<file path="config.mk">
export PLATFORM = sky130hd
export DESIGN_NAME = mesh_time_sync_keeper_top
export DESIGN_NICKNAME = d
export VERILOG_FILES = /design/src/rtl/mtsk_pkg.sv /design/src/rtl/mtsk_in_stage.sv /design/src/rtl/mtsk_state.sv /design/src/rtl/mtsk_out_stage.sv /design/src/rtl/mesh_time_sync_keeper_top.sv
export SDC_FILE = /design/constraint.sdc
export NUM_CORES = 1
export LEC_CHECK = 0
export ABC_AREA = 1
export BUFFER_PORTS_ARGS = -buffer_cell sky130_fd_sc_hd__buf_2
export CAP_MARGIN = 15
export CORE_MARGIN = 3
export CORE_UTILIZATION = 50
export CTS_CLUSTER_DIAMETER = 50
export DETAILED_ROUTE_END_ITERATION = 16
export GPL_TIMING_DRIVEN = 0
export PLACE_DENSITY = 0.74
export RECOVER_POWER = 100
export SLEW_MARGIN = 10
export SYNTH_ARGS = -nofsm -noshare
export SYNTH_HDL_FRONTEND = slang
export SYNTH_HIERARCHICAL = 1
export SYNTH_SLANG_ARGS = --single-unit
</file>
<file path="constraint.sdc">
create_clock -name i_clk -period 23.3 [get_ports i_clk]
set_input_delay 3.495 -clock i_clk [delete_from_list [all_inputs] [get_ports i_clk]]
set_output_delay 3.495 -clock i_clk [all_outputs]
set_load 0.005 [all_outputs]
</file>
<file path="src/rtl/mtsk_pkg.sv">
// Shared types and constants for the mesh time sync keeper.
// No dependencies; every module of the block refers to this package.
`timescale 1ns / 1ps

package mtsk_pkg;

    localparam int unsigned TICKS_PER_SECOND = 32768;
    localparam int unsigned MINUTE_SECONDS   = 60;

    localparam int unsigned IN_TDATA_W  = 144;
    localparam int unsigned IN_TUSER_W  = 3;
    localparam int unsigned OUT_TDATA_W = 216;

    // Offset in seconds: 16-bit minutes times sixty fits in 23 signed bits.
    localparam int unsigned SECS_W = 23;

    typedef enum logic [2:0] {
        FUNC_ADD_TICKS  = 3'd0,
        FUNC_MASTER_SET = 3'd1,
        FUNC_MESH_SYNC  = 3'd2,
        FUNC_NET_SYNC   = 3'd3,
        FUNC_CORRECTION = 3'd4,
        FUNC_QUERY      = 3'd5
    } t_func;

    typedef struct packed {
        logic [2:0]         func;
        logic [31:0]        seconds_stamp;
        logic [31:0]        elapsed_stamp;
        logic [31:0]        extra_ticks;
        logic signed [15:0] zone_offset_minutes;
        logic [31:0]        remote_counter;
    } t_item;

    typedef struct packed {
        logic [31:0]        base_seconds;
        logic [31:0]        elapsed_seconds;
        logic [31:0]        subsecond_ticks;
        logic signed [15:0] zone_offset;
        logic [31:0]        counter;
        logic               master;
        logic               awaiting;
        logic               seen;
        logic               accepted;
        logic               synced_event;
    } t_snap;

endpackage

</file>
<file path="src/rtl/mtsk_in_stage.sv">
// Input register of the mesh time sync keeper: unpacks and holds one event.
// Depends on mtsk_pkg.
`timescale 1ns / 1ps

module mtsk_in_stage (
    input  logic                                 i_clk,
    input  logic                                 i_rst_n,
    input  logic                                 s_axis_tvalid,
    output logic                                 s_axis_tready,
    input  logic [mtsk_pkg::IN_TDATA_W-1:0]      s_axis_tdata,
    input  logic [mtsk_pkg::IN_TUSER_W-1:0]      s_axis_tuser,
    output logic                                 o_valid,
    output mtsk_pkg::t_item                      o_item,
    input  logic                                 i_take
);

    logic            r_valid;
    mtsk_pkg::t_item r_item;
    mtsk_pkg::t_item n_item;
    logic            w_accept;

    assign s_axis_tready = !r_valid || i_take;
    assign w_accept      = s_axis_tvalid && s_axis_tready;

    always_comb begin
        n_item.func                = s_axis_tuser;
        n_item.seconds_stamp       = s_axis_tdata[31:0];
        n_item.elapsed_stamp       = s_axis_tdata[63:32];
        n_item.extra_ticks         = s_axis_tdata[95:64];
        n_item.zone_offset_minutes = s_axis_tdata[111:96];
        n_item.remote_counter      = s_axis_tdata[143:112];
    end

    always_ff @(posedge i_clk) begin
        if (!i_rst_n) begin
            r_valid <= 1'b0;
        end else if (w_accept) begin
            r_valid <= 1'b1;
        end else if (i_take) begin
            r_valid <= 1'b0;
        end
    end

    always_ff @(posedge i_clk) begin
        if (w_accept) begin
            r_item <= n_item;
        end
    end

    assign o_valid = r_valid;
    assign o_item  = r_item;

endmodule

</file>
<file path="src/rtl/mtsk_state.sv">
// Time keeping state: applies one event per cycle while its output is taken, and folds whole seconds.
// Depends on mtsk_pkg.
`timescale 1ns / 1ps

module mtsk_state (
    input  logic            i_clk,
    input  logic            i_rst_n,
    input  logic            i_cfg_wr_en,
    input  logic            i_cfg_wr_data,
    input  logic            i_valid,
    input  mtsk_pkg::t_item i_item,
    output logic            o_take,
    output logic            o_valid,
    output mtsk_pkg::t_snap o_snap,
    input  logic            i_take
);

    logic               r_device_is_asset;
    logic               r_valid;
    logic [31:0]        r_base;
    logic [31:0]        r_elapsed;
    logic [31:0]        r_ticks;
    logic signed [15:0] r_offset;
    logic [31:0]        r_counter;
    logic               r_master;
    logic               r_awaiting;
    logic               r_seen;
    logic               r_accepted;
    logic               r_synced_event;

    logic [31:0]        n_base;
    logic [31:0]        n_elapsed;
    logic [31:0]        n_ticks;
    logic signed [15:0] n_offset;
    logic [31:0]        n_counter;
    logic               n_master;
    logic               n_awaiting;
    logic               n_seen;
    logic               n_accepted;
    logic               n_synced_event;

    logic [31:0]        w_elapsed_pre;
    logic [31:0]        w_ticks_pre;
    logic               w_move;

    assign w_move = i_valid && (!r_valid || i_take);
    assign o_take = w_move;

    always_comb begin
        n_base         = r_base;
        w_elapsed_pre  = r_elapsed;
        w_ticks_pre    = r_ticks;
        n_offset       = r_offset;
        n_counter      = r_counter;
        n_master       = r_master;
        n_awaiting     = r_awaiting;
        n_seen         = r_seen;
        n_accepted     = 1'b0;
        n_synced_event = 1'b0;
        unique case (i_item.func)
            mtsk_pkg::FUNC_ADD_TICKS: begin
                w_ticks_pre = r_ticks + i_item.extra_ticks;
                n_accepted  = 1'b1;
            end
            mtsk_pkg::FUNC_MASTER_SET: begin
                n_base        = i_item.seconds_stamp;
                w_elapsed_pre = i_item.elapsed_stamp;
                w_ticks_pre   = i_item.extra_ticks;
                n_offset      = i_item.zone_offset_minutes;
                n_counter     = r_counter + 32'd1;
                n_awaiting    = 1'b0;
                n_seen        = 1'b1;
                n_master      = 1'b1;
                n_accepted    = 1'b1;
            end
            mtsk_pkg::FUNC_MESH_SYNC: begin
                if (i_item.remote_counter > r_counter) begin
                    n_base        = i_item.seconds_stamp;
                    w_elapsed_pre = i_item.elapsed_stamp;
                    w_ticks_pre   = i_item.extra_ticks;
                    n_offset      = i_item.zone_offset_minutes;
                    n_counter     = i_item.remote_counter;
                    n_awaiting    = 1'b1;
                    n_seen        = 1'b0;
                    n_master      = 1'b0;
                    n_accepted    = 1'b1;
                end
            end
            mtsk_pkg::FUNC_NET_SYNC: begin
                if (r_counter == 32'd0 || r_device_is_asset) begin
                    n_base        = i_item.seconds_stamp;
                    w_elapsed_pre = i_item.elapsed_stamp;
                    w_ticks_pre   = i_item.extra_ticks;
                    n_offset      = i_item.zone_offset_minutes;
                    n_counter     = r_counter + 32'd1;
                    n_awaiting    = 1'b0;
                    n_seen        = 1'b0;
                    n_master      = 1'b0;
                    n_accepted    = 1'b1;
                end
            end
            mtsk_pkg::FUNC_CORRECTION: begin
                if (r_awaiting) begin
                    w_ticks_pre    = r_ticks + i_item.extra_ticks;
                    n_awaiting     = 1'b0;
                    n_seen         = 1'b1;
                    n_accepted     = 1'b1;
                    n_synced_event = 1'b1;
                end
            end
            default: begin
            end
        endcase
        // The tick rate is a power of two, so the fold is a shift and a mask.
        n_elapsed = w_elapsed_pre + 32'(w_ticks_pre / mtsk_pkg::TICKS_PER_SECOND);
        n_ticks   = 32'(w_ticks_pre % mtsk_pkg::TICKS_PER_SECOND);
    end

    always_ff @(posedge i_clk) begin
        if (!i_rst_n) begin
            r_device_is_asset <= 1'b0;
        end else if (i_cfg_wr_en) begin
            r_device_is_asset <= i_cfg_wr_data;
        end
    end

    always_ff @(posedge i_clk) begin
        if (!i_rst_n) begin
            r_valid        <= 1'b0;
            r_base         <= '0;
            r_elapsed      <= '0;
            r_ticks        <= '0;
            r_offset       <= '0;
            r_counter      <= '0;
            r_master       <= 1'b0;
            r_awaiting     <= 1'b0;
            r_seen         <= 1'b0;
            r_accepted     <= 1'b0;
            r_synced_event <= 1'b0;
        end else if (w_move) begin
            r_valid        <= 1'b1;
            r_base         <= n_base;
            r_elapsed      <= n_elapsed;
            r_ticks        <= n_ticks;
            r_offset       <= n_offset;
            r_counter      <= n_counter;
            r_master       <= n_master;
            r_awaiting     <= n_awaiting;
            r_seen         <= n_seen;
            r_accepted     <= n_accepted;
            r_synced_event <= n_synced_event;
        end else if (i_take) begin
            r_valid <= 1'b0;
        end
    end

    always_comb begin
        o_snap.base_seconds    = r_base;
        o_snap.elapsed_seconds = r_elapsed;
        o_snap.subsecond_ticks = r_ticks;
        o_snap.zone_offset     = r_offset;
        o_snap.counter         = r_counter;
        o_snap.master          = r_master;
        o_snap.awaiting        = r_awaiting;
        o_snap.seen            = r_seen;
        o_snap.accepted        = r_accepted;
        o_snap.synced_event    = r_synced_event;
    end

    assign o_valid = r_valid;

    // A pending correction and a received one never coexist.
    a_flags_exclusive: assert property (@(posedge i_clk) disable iff (!i_rst_n)
        !(r_awaiting && r_seen))
        else $error("awaiting and seen flags both set");

    // The residue always holds less than one second after folding.
    a_ticks_folded: assert property (@(posedge i_clk) disable iff (!i_rst_n)
        w_move |=> (r_ticks < 32'(mtsk_pkg::TICKS_PER_SECOND)))
        else $error("tick residue not folded");

    // The state only changes when an event moves in.
    a_state_holds: assert property (@(posedge i_clk) disable iff (!i_rst_n)
        !w_move |=> ($stable(r_counter) && $stable(r_base) && $stable(r_ticks)))
        else $error("state changed without an event");

    // A master set leaves the node master with no correction outstanding.
    a_master_set: assert property (@(posedge i_clk) disable iff (!i_rst_n)
        (w_move && i_item.func == mtsk_pkg::FUNC_MASTER_SET)
        |=> (r_master && r_seen && !r_awaiting && r_accepted))
        else $error("master set did not take effect");

    // A sync completion is always an accepted correction.
    a_synced_accepted: assert property (@(posedge i_clk) disable iff (!i_rst_n)
        (r_valid && r_synced_event) |-> r_accepted)
        else $error("sync completion without acceptance");

endmodule

</file>
<file path="src/rtl/mtsk_out_stage.sv">
// Result register: derives UTC and local time from the state snapshot and packs it.
// Depends on mtsk_pkg.
`timescale 1ns / 1ps

module mtsk_out_stage (
    input  logic                                 i_clk,
    input  logic                                 i_rst_n,
    input  logic                                 i_valid,
    input  mtsk_pkg::t_snap                      i_snap,
    output logic                                 o_take,
    output logic                                 m_axis_tvalid,
    input  logic                                 m_axis_tready,
    output logic [mtsk_pkg::OUT_TDATA_W-1:0]     m_axis_tdata
);

    logic                                r_valid;
    logic [mtsk_pkg::OUT_TDATA_W-1:0]    r_tdata;
    logic [mtsk_pkg::OUT_TDATA_W-1:0]    n_tdata;
    logic [31:0]                         w_utc;
    logic signed [mtsk_pkg::SECS_W-1:0]  w_secs;
    logic signed [33:0]                  w_sum;
    logic [31:0]                         w_local;
    logic                                w_synced;
    logic                                w_corrected;

    assign o_take = i_valid && (!r_valid || m_axis_tready);

    always_comb begin
        w_utc  = i_snap.base_seconds + i_snap.elapsed_seconds;
        w_secs = mtsk_pkg::SECS_W'(i_snap.zone_offset *
                 $signed(mtsk_pkg::SECS_W'(mtsk_pkg::MINUTE_SECONDS)));
        w_sum  = $signed({2'b00, w_utc}) + 34'(w_secs);
        // A negative sum means the offset would take local time below zero.
        w_local     = w_sum[33] ? w_utc : w_sum[31:0];
        w_synced    = (i_snap.base_seconds != 32'd0);
        w_corrected = w_synced && (i_snap.seen || !i_snap.awaiting);
        n_tdata = {3'b000,
                   i_snap.synced_event,
                   i_snap.master,
                   w_corrected,
                   w_synced,
                   i_snap.accepted,
                   i_snap.counter,
                   i_snap.zone_offset,
                   i_snap.subsecond_ticks,
                   i_snap.elapsed_seconds,
                   i_snap.base_seconds,
                   w_local,
                   w_utc};
    end

    always_ff @(posedge i_clk) begin
        if (!i_rst_n) begin
            r_valid <= 1'b0;
        end else if (o_take) begin
            r_valid <= 1'b1;
        end else if (m_axis_tready) begin
            r_valid <= 1'b0;
        end
    end

    always_ff @(posedge i_clk) begin
        if (o_take) begin
            r_tdata <= n_tdata;
        end
    end

    assign m_axis_tvalid = r_valid;
    assign m_axis_tdata  = r_tdata;

endmodule

</file>
<file path="src/rtl/mesh_time_sync_keeper_top.sv">
// Top level of the mesh time sync keeper: input register, time state, result register.
// Depends on mtsk_pkg, mtsk_in_stage, mtsk_state and mtsk_out_stage.
`timescale 1ns / 1ps
// Usage:
// Events arrive on the s_axis channel: tuser carries the event code and tdata the
// stamps, ticks, zone offset and remote counter. Each event yields exactly one
// result transaction on m_axis with UTC and local time, the stored state and the
// status flags. The device_is_asset setting is written through i_cfg_wr_en and
// i_cfg_wr_data while no event is in flight.
// An accepted event is loaded into the input register, then applied to the state
// register, then loaded into the result register, which drives m_axis_tvalid.
// Throughput is one event per cycle while the receiver keeps m_axis_tready high;
// the state update with its seconds fold is computed combinationally, so
// consecutive events never wait on each other.
// Reset (synchronous, active low) clears the time, offset, counter, all flags and
// the asset setting, and empties the pipeline.
// When the receiver stalls, the result register holds and the three stages fill
// up; s_axis_tready drops only once all three hold an event.

module mesh_time_sync_keeper_top (
    input  logic                                 i_clk,
    input  logic                                 i_rst_n,
    input  logic                                 i_cfg_wr_en,
    input  logic                                 i_cfg_wr_data,
    input  logic                                 s_axis_tvalid,
    output logic                                 s_axis_tready,
    // Fields from bit 0 up: seconds_stamp, elapsed_stamp, extra_ticks,
    // zone_offset_minutes, remote_counter.
    input  logic [mtsk_pkg::IN_TDATA_W-1:0]      s_axis_tdata,
    // Fields from bit 0 up: func.
    input  logic [mtsk_pkg::IN_TUSER_W-1:0]      s_axis_tuser,
    output logic                                 m_axis_tvalid,
    input  logic                                 m_axis_tready,
    // Fields from bit 0 up: utc_seconds, local_seconds, base_seconds,
    // elapsed_seconds, subsecond_ticks, offset_out, counter_out, accepted,
    // time_synced, time_corrected, is_master, synced_event, then zero padding.
    output logic [mtsk_pkg::OUT_TDATA_W-1:0]     m_axis_tdata
);

    logic            w_in_valid;
    mtsk_pkg::t_item w_item;
    logic            w_in_take;
    logic            w_st_valid;
    mtsk_pkg::t_snap w_snap;
    logic            w_st_take;

    mtsk_in_stage u_in_stage (
        .i_clk         (i_clk),
        .i_rst_n       (i_rst_n),
        .s_axis_tvalid (s_axis_tvalid),
        .s_axis_tready (s_axis_tready),
        .s_axis_tdata  (s_axis_tdata),
        .s_axis_tuser  (s_axis_tuser),
        .o_valid       (w_in_valid),
        .o_item        (w_item),
        .i_take        (w_in_take)
    );

    mtsk_state u_state (
        .i_clk         (i_clk),
        .i_rst_n       (i_rst_n),
        .i_cfg_wr_en   (i_cfg_wr_en),
        .i_cfg_wr_data (i_cfg_wr_data),
        .i_valid       (w_in_valid),
        .i_item        (w_item),
        .o_take        (w_in_take),
        .o_valid       (w_st_valid),
        .o_snap        (w_snap),
        .i_take        (w_st_take)
    );

    mtsk_out_stage u_out_stage (
        .i_clk         (i_clk),
        .i_rst_n       (i_rst_n),
        .i_valid       (w_st_valid),
        .i_snap        (w_snap),
        .o_take        (w_st_take),
        .m_axis_tvalid (m_axis_tvalid),
        .m_axis_tready (m_axis_tready),
        .m_axis_tdata  (m_axis_tdata)
    );

endmodule

</file>
# After elaboration in Yosys (flattened, before gate mapping)
# Index checks and enable logic that the tools add are counted.
[totals]
reg_bits = 479
input_bits = 153
[op_classes]
addsub = 5
n_mul = 1
magnitude_cmp = 1
n_eq_ne = 7
n_mux = 35
n_reduce_logical = 29
[ops]
columns = ["cell", "n"]
rows = [
  ["$mux 32", 10],
  ["$pmux 32 s3", 3],
  ["$pmux 32 s5", 1],
  ["$pmux 16 s3", 1],
  ["$add 33x23->34", 1],
  ["$add 15x32->32", 1],
  ["$add 32x1->32 const B", 1],
  ["$add 32x17->32", 1],
  ["$add 32x32->32", 1],
  ["$gt 32x32->1", 1],
  ["$logic_not 32->1", 1],
  ["$mux 16", 2],
  ["$reduce_bool 32->1", 1],
  ["$mul 16x5->21 const B", 1],
  ["$mux 1", 14],
  ["$reduce_and 5->1", 2],
  ["$pmux 1 s4", 2],
  ["$reduce_and 4->1", 2],
  ["$eq 3x2->1 const B", 2],
  ["$ne 2x1->1 const B", 3],
  ["$pmux 1 s3", 2],
  ["$reduce_bool 2->1", 3],
  ["$reduce_bool 3->1", 2],
  ["$logic_or 1x1->1", 5],
  ["8 further kinds", 15],
]

# Logic depth before layout (Yosys ltp)
[logic_depth]
word_depth = 8
mapped_depth = 38
mapped_depth_nobuf = 36

# Cells and area by module
# The synthesis kept the hierarchy.
[modules_own_cells]
columns = ["mod", "instances", "cells_per_inst", "area_each_um2"]
rows = [
  ["mtsk_out_stage", 1, 1374, 13135.1],
  ["mtsk_state", 1, 1447, 9577.9],
  ["mtsk_in_stage", 1, 154, 4465.5],
]

# Least setup slack after synthesis
# Ideal clock, no wire load.
[synth_path]
path_type = "in2reg"
from = "in m_axis_tready"
to = "reg u_in_stage.r_item, in the netlist u_in_stage/o_item[0], enable pin"
setup_time_ns = 0.701
arrival_time_ns = 21.943
required_ns = 22.599
setup_slack_ns = 0.656
cell_stages = 9
n_path_buf = 1
path_cell_list = "inv_1 a21oi_1 inv_1 nand2_1 nand2_1 inv_2 buf_1 inv_2 a21oi_1"
[synth_between]
elab_chain_cells = 6
[synth_rtl]
columns = ["element", "line_no", "source"]
rows = [
  ["start: declaration", "mesh_time_sync_keeper_top.sv:33", "input logic m_axis_tready,"],
  ["$logic_or 1x1->1", "mtsk_out_stage.sv:26", "assign o_take = i_valid && (!r_valid || m_axis_tready);"],
  ["$logic_and 1x1->1", "mtsk_out_stage.sv:26", ""],
  ["via w_st_take", "mesh_time_sync_keeper_top.sv:45", "logic w_st_take;"],
  ["$logic_or 1x1->1", "mtsk_state.sv:46", "assign w_move = i_valid && (!r_valid || i_take);"],
  ["$logic_and 1x1->1", "mtsk_state.sv:46", ""],
  ["via w_in_take", "mesh_time_sync_keeper_top.sv:42", "logic w_in_take;"],
  ["$logic_or 1x1->1", "mtsk_in_stage.sv:22", "assign s_axis_tready = !r_valid || i_take;"],
  ["$logic_and 1x1->1", "mtsk_in_stage.sv:23", "assign w_accept = s_axis_tvalid && s_axis_tready;"],
  ["via u_in_stage.w_accept", "mtsk_in_stage.sv:20", "logic w_accept;"],
  ["end signal: assignment", "mtsk_in_stage.sv:46", "r_item <= n_item;"],
  ["end: declaration", "mtsk_in_stage.sv:18", "mtsk_pkg::t_item r_item;"],
]
# The timed path passes the listed nets, and every way through them passes these cells.
# A chain may end at the register's enable or synchronous reset.

# Worst setup path in the final report
[layout_path]
from = "in m_axis_tready"
to = "reg u_in_stage.r_item, in the netlist u_in_stage/o_item[45], enable pin"
# Same word-level chain as after synthesis.

==> run summary <==
CTS sink cnt -> 494
Hold Path End -> u_state/r_seen
Worst Path Required -> 23.50 ns
worst hold path depth -> 2
Area Growth Syn to Fin -> 16.21%
Final #Nets -> 3,781
fin crit period -> 12.59 ns
vias in the first global route -> 21,437
Min-Delay Startpoint -> u_state/r_seen
fmax -> 79.43 MHz
combined area of the multi-input logic cells -> 11,850 um^2
hold_ws -> 0.4546 ns
CTS Buf Count -> 55
top cells by area, synth -> edfxtp_1 40%, dfxtp_1 10%, nand2_1 8.1%
via count -> 22,512
core region area -> 53,180 um^2
Worst Setup Slack, final -> 10.71 ns
post-CTS setup buffer count -> 0
fraction of layout cells with a size suffix above 1 -> 11.88%
Async SR Flop Fraction -> 0%
CP arrival -> 12.79 ns
R2R setup slack -> 13.38 ns
CP Class -> primary input to flip-flop
post-synthesis sequential area ratio -> 49.57%
flops & latches, synth -> 494
Startpoint Class -> primary input
fillers -> 4,762
Reg-to-Reg Start -> u_state/o_valid
cts repair resizes -> 0
DRT antenna net count -> 0
violated checks -> capacitance limit, slew limit
Hold Path Class -> flip-flop to flip-flop
top_reg_cell synth -> edfxtp_1
RSZ-0062 raised after global routing -> false
All-Layer GR Usage -> 26.93%
Post-Syn Instances -> 2,975
vias per inst -> 5.400
GPL Wtd Cong -> 0.9588
CP max FO -> 27
FF-to-FF End -> u_in_stage/o_item[45]
# IOs -> 371
routed len/inst -> 18.82 um
critical path's slowest cell -> a21oi_1
Synth area leader -> edfxtp_1
cell mode on critical path -> clkbuf_1
final setup vio count -> 0
# hold bufs at CTS -> 0
status -> finished, violations left
Fin. Hold Viols -> 0
worst rel slew slack -> -4.951%
post-route clock period utilization -> 54.03%
Place WS -> 13.58 ns
die area -> 57,190 um^2
Clock Tree Buf Depth -> 3
Max-Cap Viols -> 2
Die H -> 239.1 um
Avg Cell Area, Syn -> 9.136 um^2
Setup crit end kind -> flip-flop
hpwl dp -> 61,720 um
Register Area -> 13,470 um^2
Warnings, synthesis -> 6
Clock Latency Late Sink -> 0.61 ns
Post-Syn Area -> 27,180 um^2
worst r2r path cells -> 14
slowest stage delay, CP -> 1.18 ns
Initial Util -> 51.11%
number of synthesized flops with an enable pin -> 358
H-tree Lvls -> 2
first-pass GRT wire length -> 119,100 um
worst-path cell chain -> clkbuf_1, inv_1, a21oi_1, clkbuf_1, inv_1, nand2_1, nand2_1, inv_1, clkbuf_1, inv_1, a21oi_1, clkbuf_1, clkbuf_1, clkbuf_1, clkbuf_1
DR pass1 iterations -> 6
row count -> 84
drt first-iter violations -> 1,564
Netlist cell types -> 57
Total Wirelength -> 78,440 um
share of the synthesized area in the top cell type -> 39.55%
Port-buffer cells -> 367
Pleak -> 13.83 nW
Die X -> 239.1 um
worst slew pin tran -> 1.574 ns
grt total ovfl -> 0
Slew Viols, Final -> 39
CTS Root Cell -> clkbuf_16
Peak VDD IR -> 0.05856 mV
Power Dens Cells -> 76.45 nW/um^2
CTS tree -> built
Setup Skew -> 0.02227 ns
largest net degree at the start of global routing -> 28
DRC errors left -> 0
initial antenna violation count -> 5
clk slew on worst S/H paths -> 0.06 ns
[metal layers]
| metal | vias up | wire length (um) | global-route usage, % |
|---|---|---|---|
| li1 | 10993 | - | - |
| met3 | 152 | 5329 | 3.611 |
| met4 | 2 | 2846 | 9.914 |
| met5 | - | 7 | 0 |
| met2 | 792 | 37180 | 45.12 |
| met1 | 10573 | 33080 | 35.94 |
[Yosys cell counts (12+ instances only)]
master and n:
clkbuf_1 36, nor2_2 13, o21ai_0 220, o21bai_1 12
nor4_1 18, nand2_1 585, dfxtp_1 136, nand4_1 42
xnor2_1 26, a31oi_1 34, nand3_2 21, edfxtp_1 358
buf_4 34, buf_2 15, nor2_1 297, xor2_1 93
inv_1 333, nor3_1 35, nand3_1 150, nand2_2 22
fa_1 29, a21oi_1 189, ha_1 167
[power breakdown]
group	switching (mW)	total [mW]	internal, mW
Combinational	0.303	0.460	0.157
Sequential	0.0458	1.07	1.03
Clock	0.356	0.881	0.525
Total	0.705	2.41	1.71
[layout make-up]
type                    count  area share (%)
flip-flops and latches    494           42.66
multi-input cells        2057           37.53
repair buffers            382           5.372
clock buffers              62           4.441
inverters                 344           4.088
well taps                 688           2.726
plain buffers              98           1.739
clock inverters            39           1.406
diodes                      5         0.03961
[sequential cells by signal, indices dropped and copies added (netlist names)]
register,flops
u_in_stage/o_item,147
u_in_stage/o_valid,1
u_out_stage/m_axis_tdata,211
u_out_stage/m_axis_tvalid,1
u_state/o_valid,1
u_state/r_accepted,1
u_state/r_awaiting,1
u_state/r_base,32
u_state/r_counter,32
u_state/r_device_is_asset,1
u_state/r_elapsed,32
u_state/r_master,1
u_state/r_offset,16
u_state/r_seen,1
u_state/r_synced_event,1
u_state/r_ticks,15
[critical path: cells and delay by family]
family,cells,cell delay (ns)
buffers and inverters,11,6.83
AOI/OAI and AO/OA,2,2.00
and+or+nand+nor,2,0.39
[how the worst max path moves through the flow]
stage	startpoint	endpoint	slack [ns]	cells after the start
2_1_floorplan	m_axis_tready	u_in_stage/o_item[0]	0.66	9
3_3_place_gp	m_axis_tready	u_in_stage/o_item[44]	-8.76	10
3_5_place_dp	m_axis_tready	s_axis_tready	13.58	12
4_1_cts	m_axis_tready	s_axis_tready	13.54	12
5_1_grt	m_axis_tready	u_in_stage/o_item[45]	10.03	15
6_report	m_axis_tready	u_in_stage/o_item[45]	10.71	15
[kinds of logic (layout without fill, tap and decap cells)]
logic type / Yosys count / count (layout) / share of synthesized area (%)
other cells: 2 / 25 / 0.02763
buf+inv: 442 / 925 / 6.919
flops: 494 / 494 / 49.57
xor+xnor: 119 / 119 / 3.835
compound gates: 519 / 519 / 10.47
simple gates: 1203 / 1203 / 19.35
fa+ha+maj: 196 / 196 / 9.824
[per-stage QoR]
stage	util, %	total power [mW]	TNS [ns]	cell area, um^2	cells
after floorplan	-	1.394	0	27250	2993
after global routing	59.39	2.527	0	31580	4168
after global placement	56.31	1.565	-1283.99	29940	4048
final	59.39	2.415	0	31580	4169
after detailed placement	57.01	1.559	0	30320	4063
after CTS	60.48	2.442	0	32170	4164
[cells in the final DEF, fill, tap and decap left out, drive strengths merged, types with 25 or more instances in the layout]
cell type  count
fa            29
ha           167
nor3          36
nor2         310
o21ai        227
clkinv        25
inv          349
xnor2         26
edfxtp       358
clkbuf       291
dfxtp        136
buf          251
nand2        610
xor2          93
a21oi        195
nand3        171
nand4         43
a31oi         34
(Power assumes the default switching activity.)
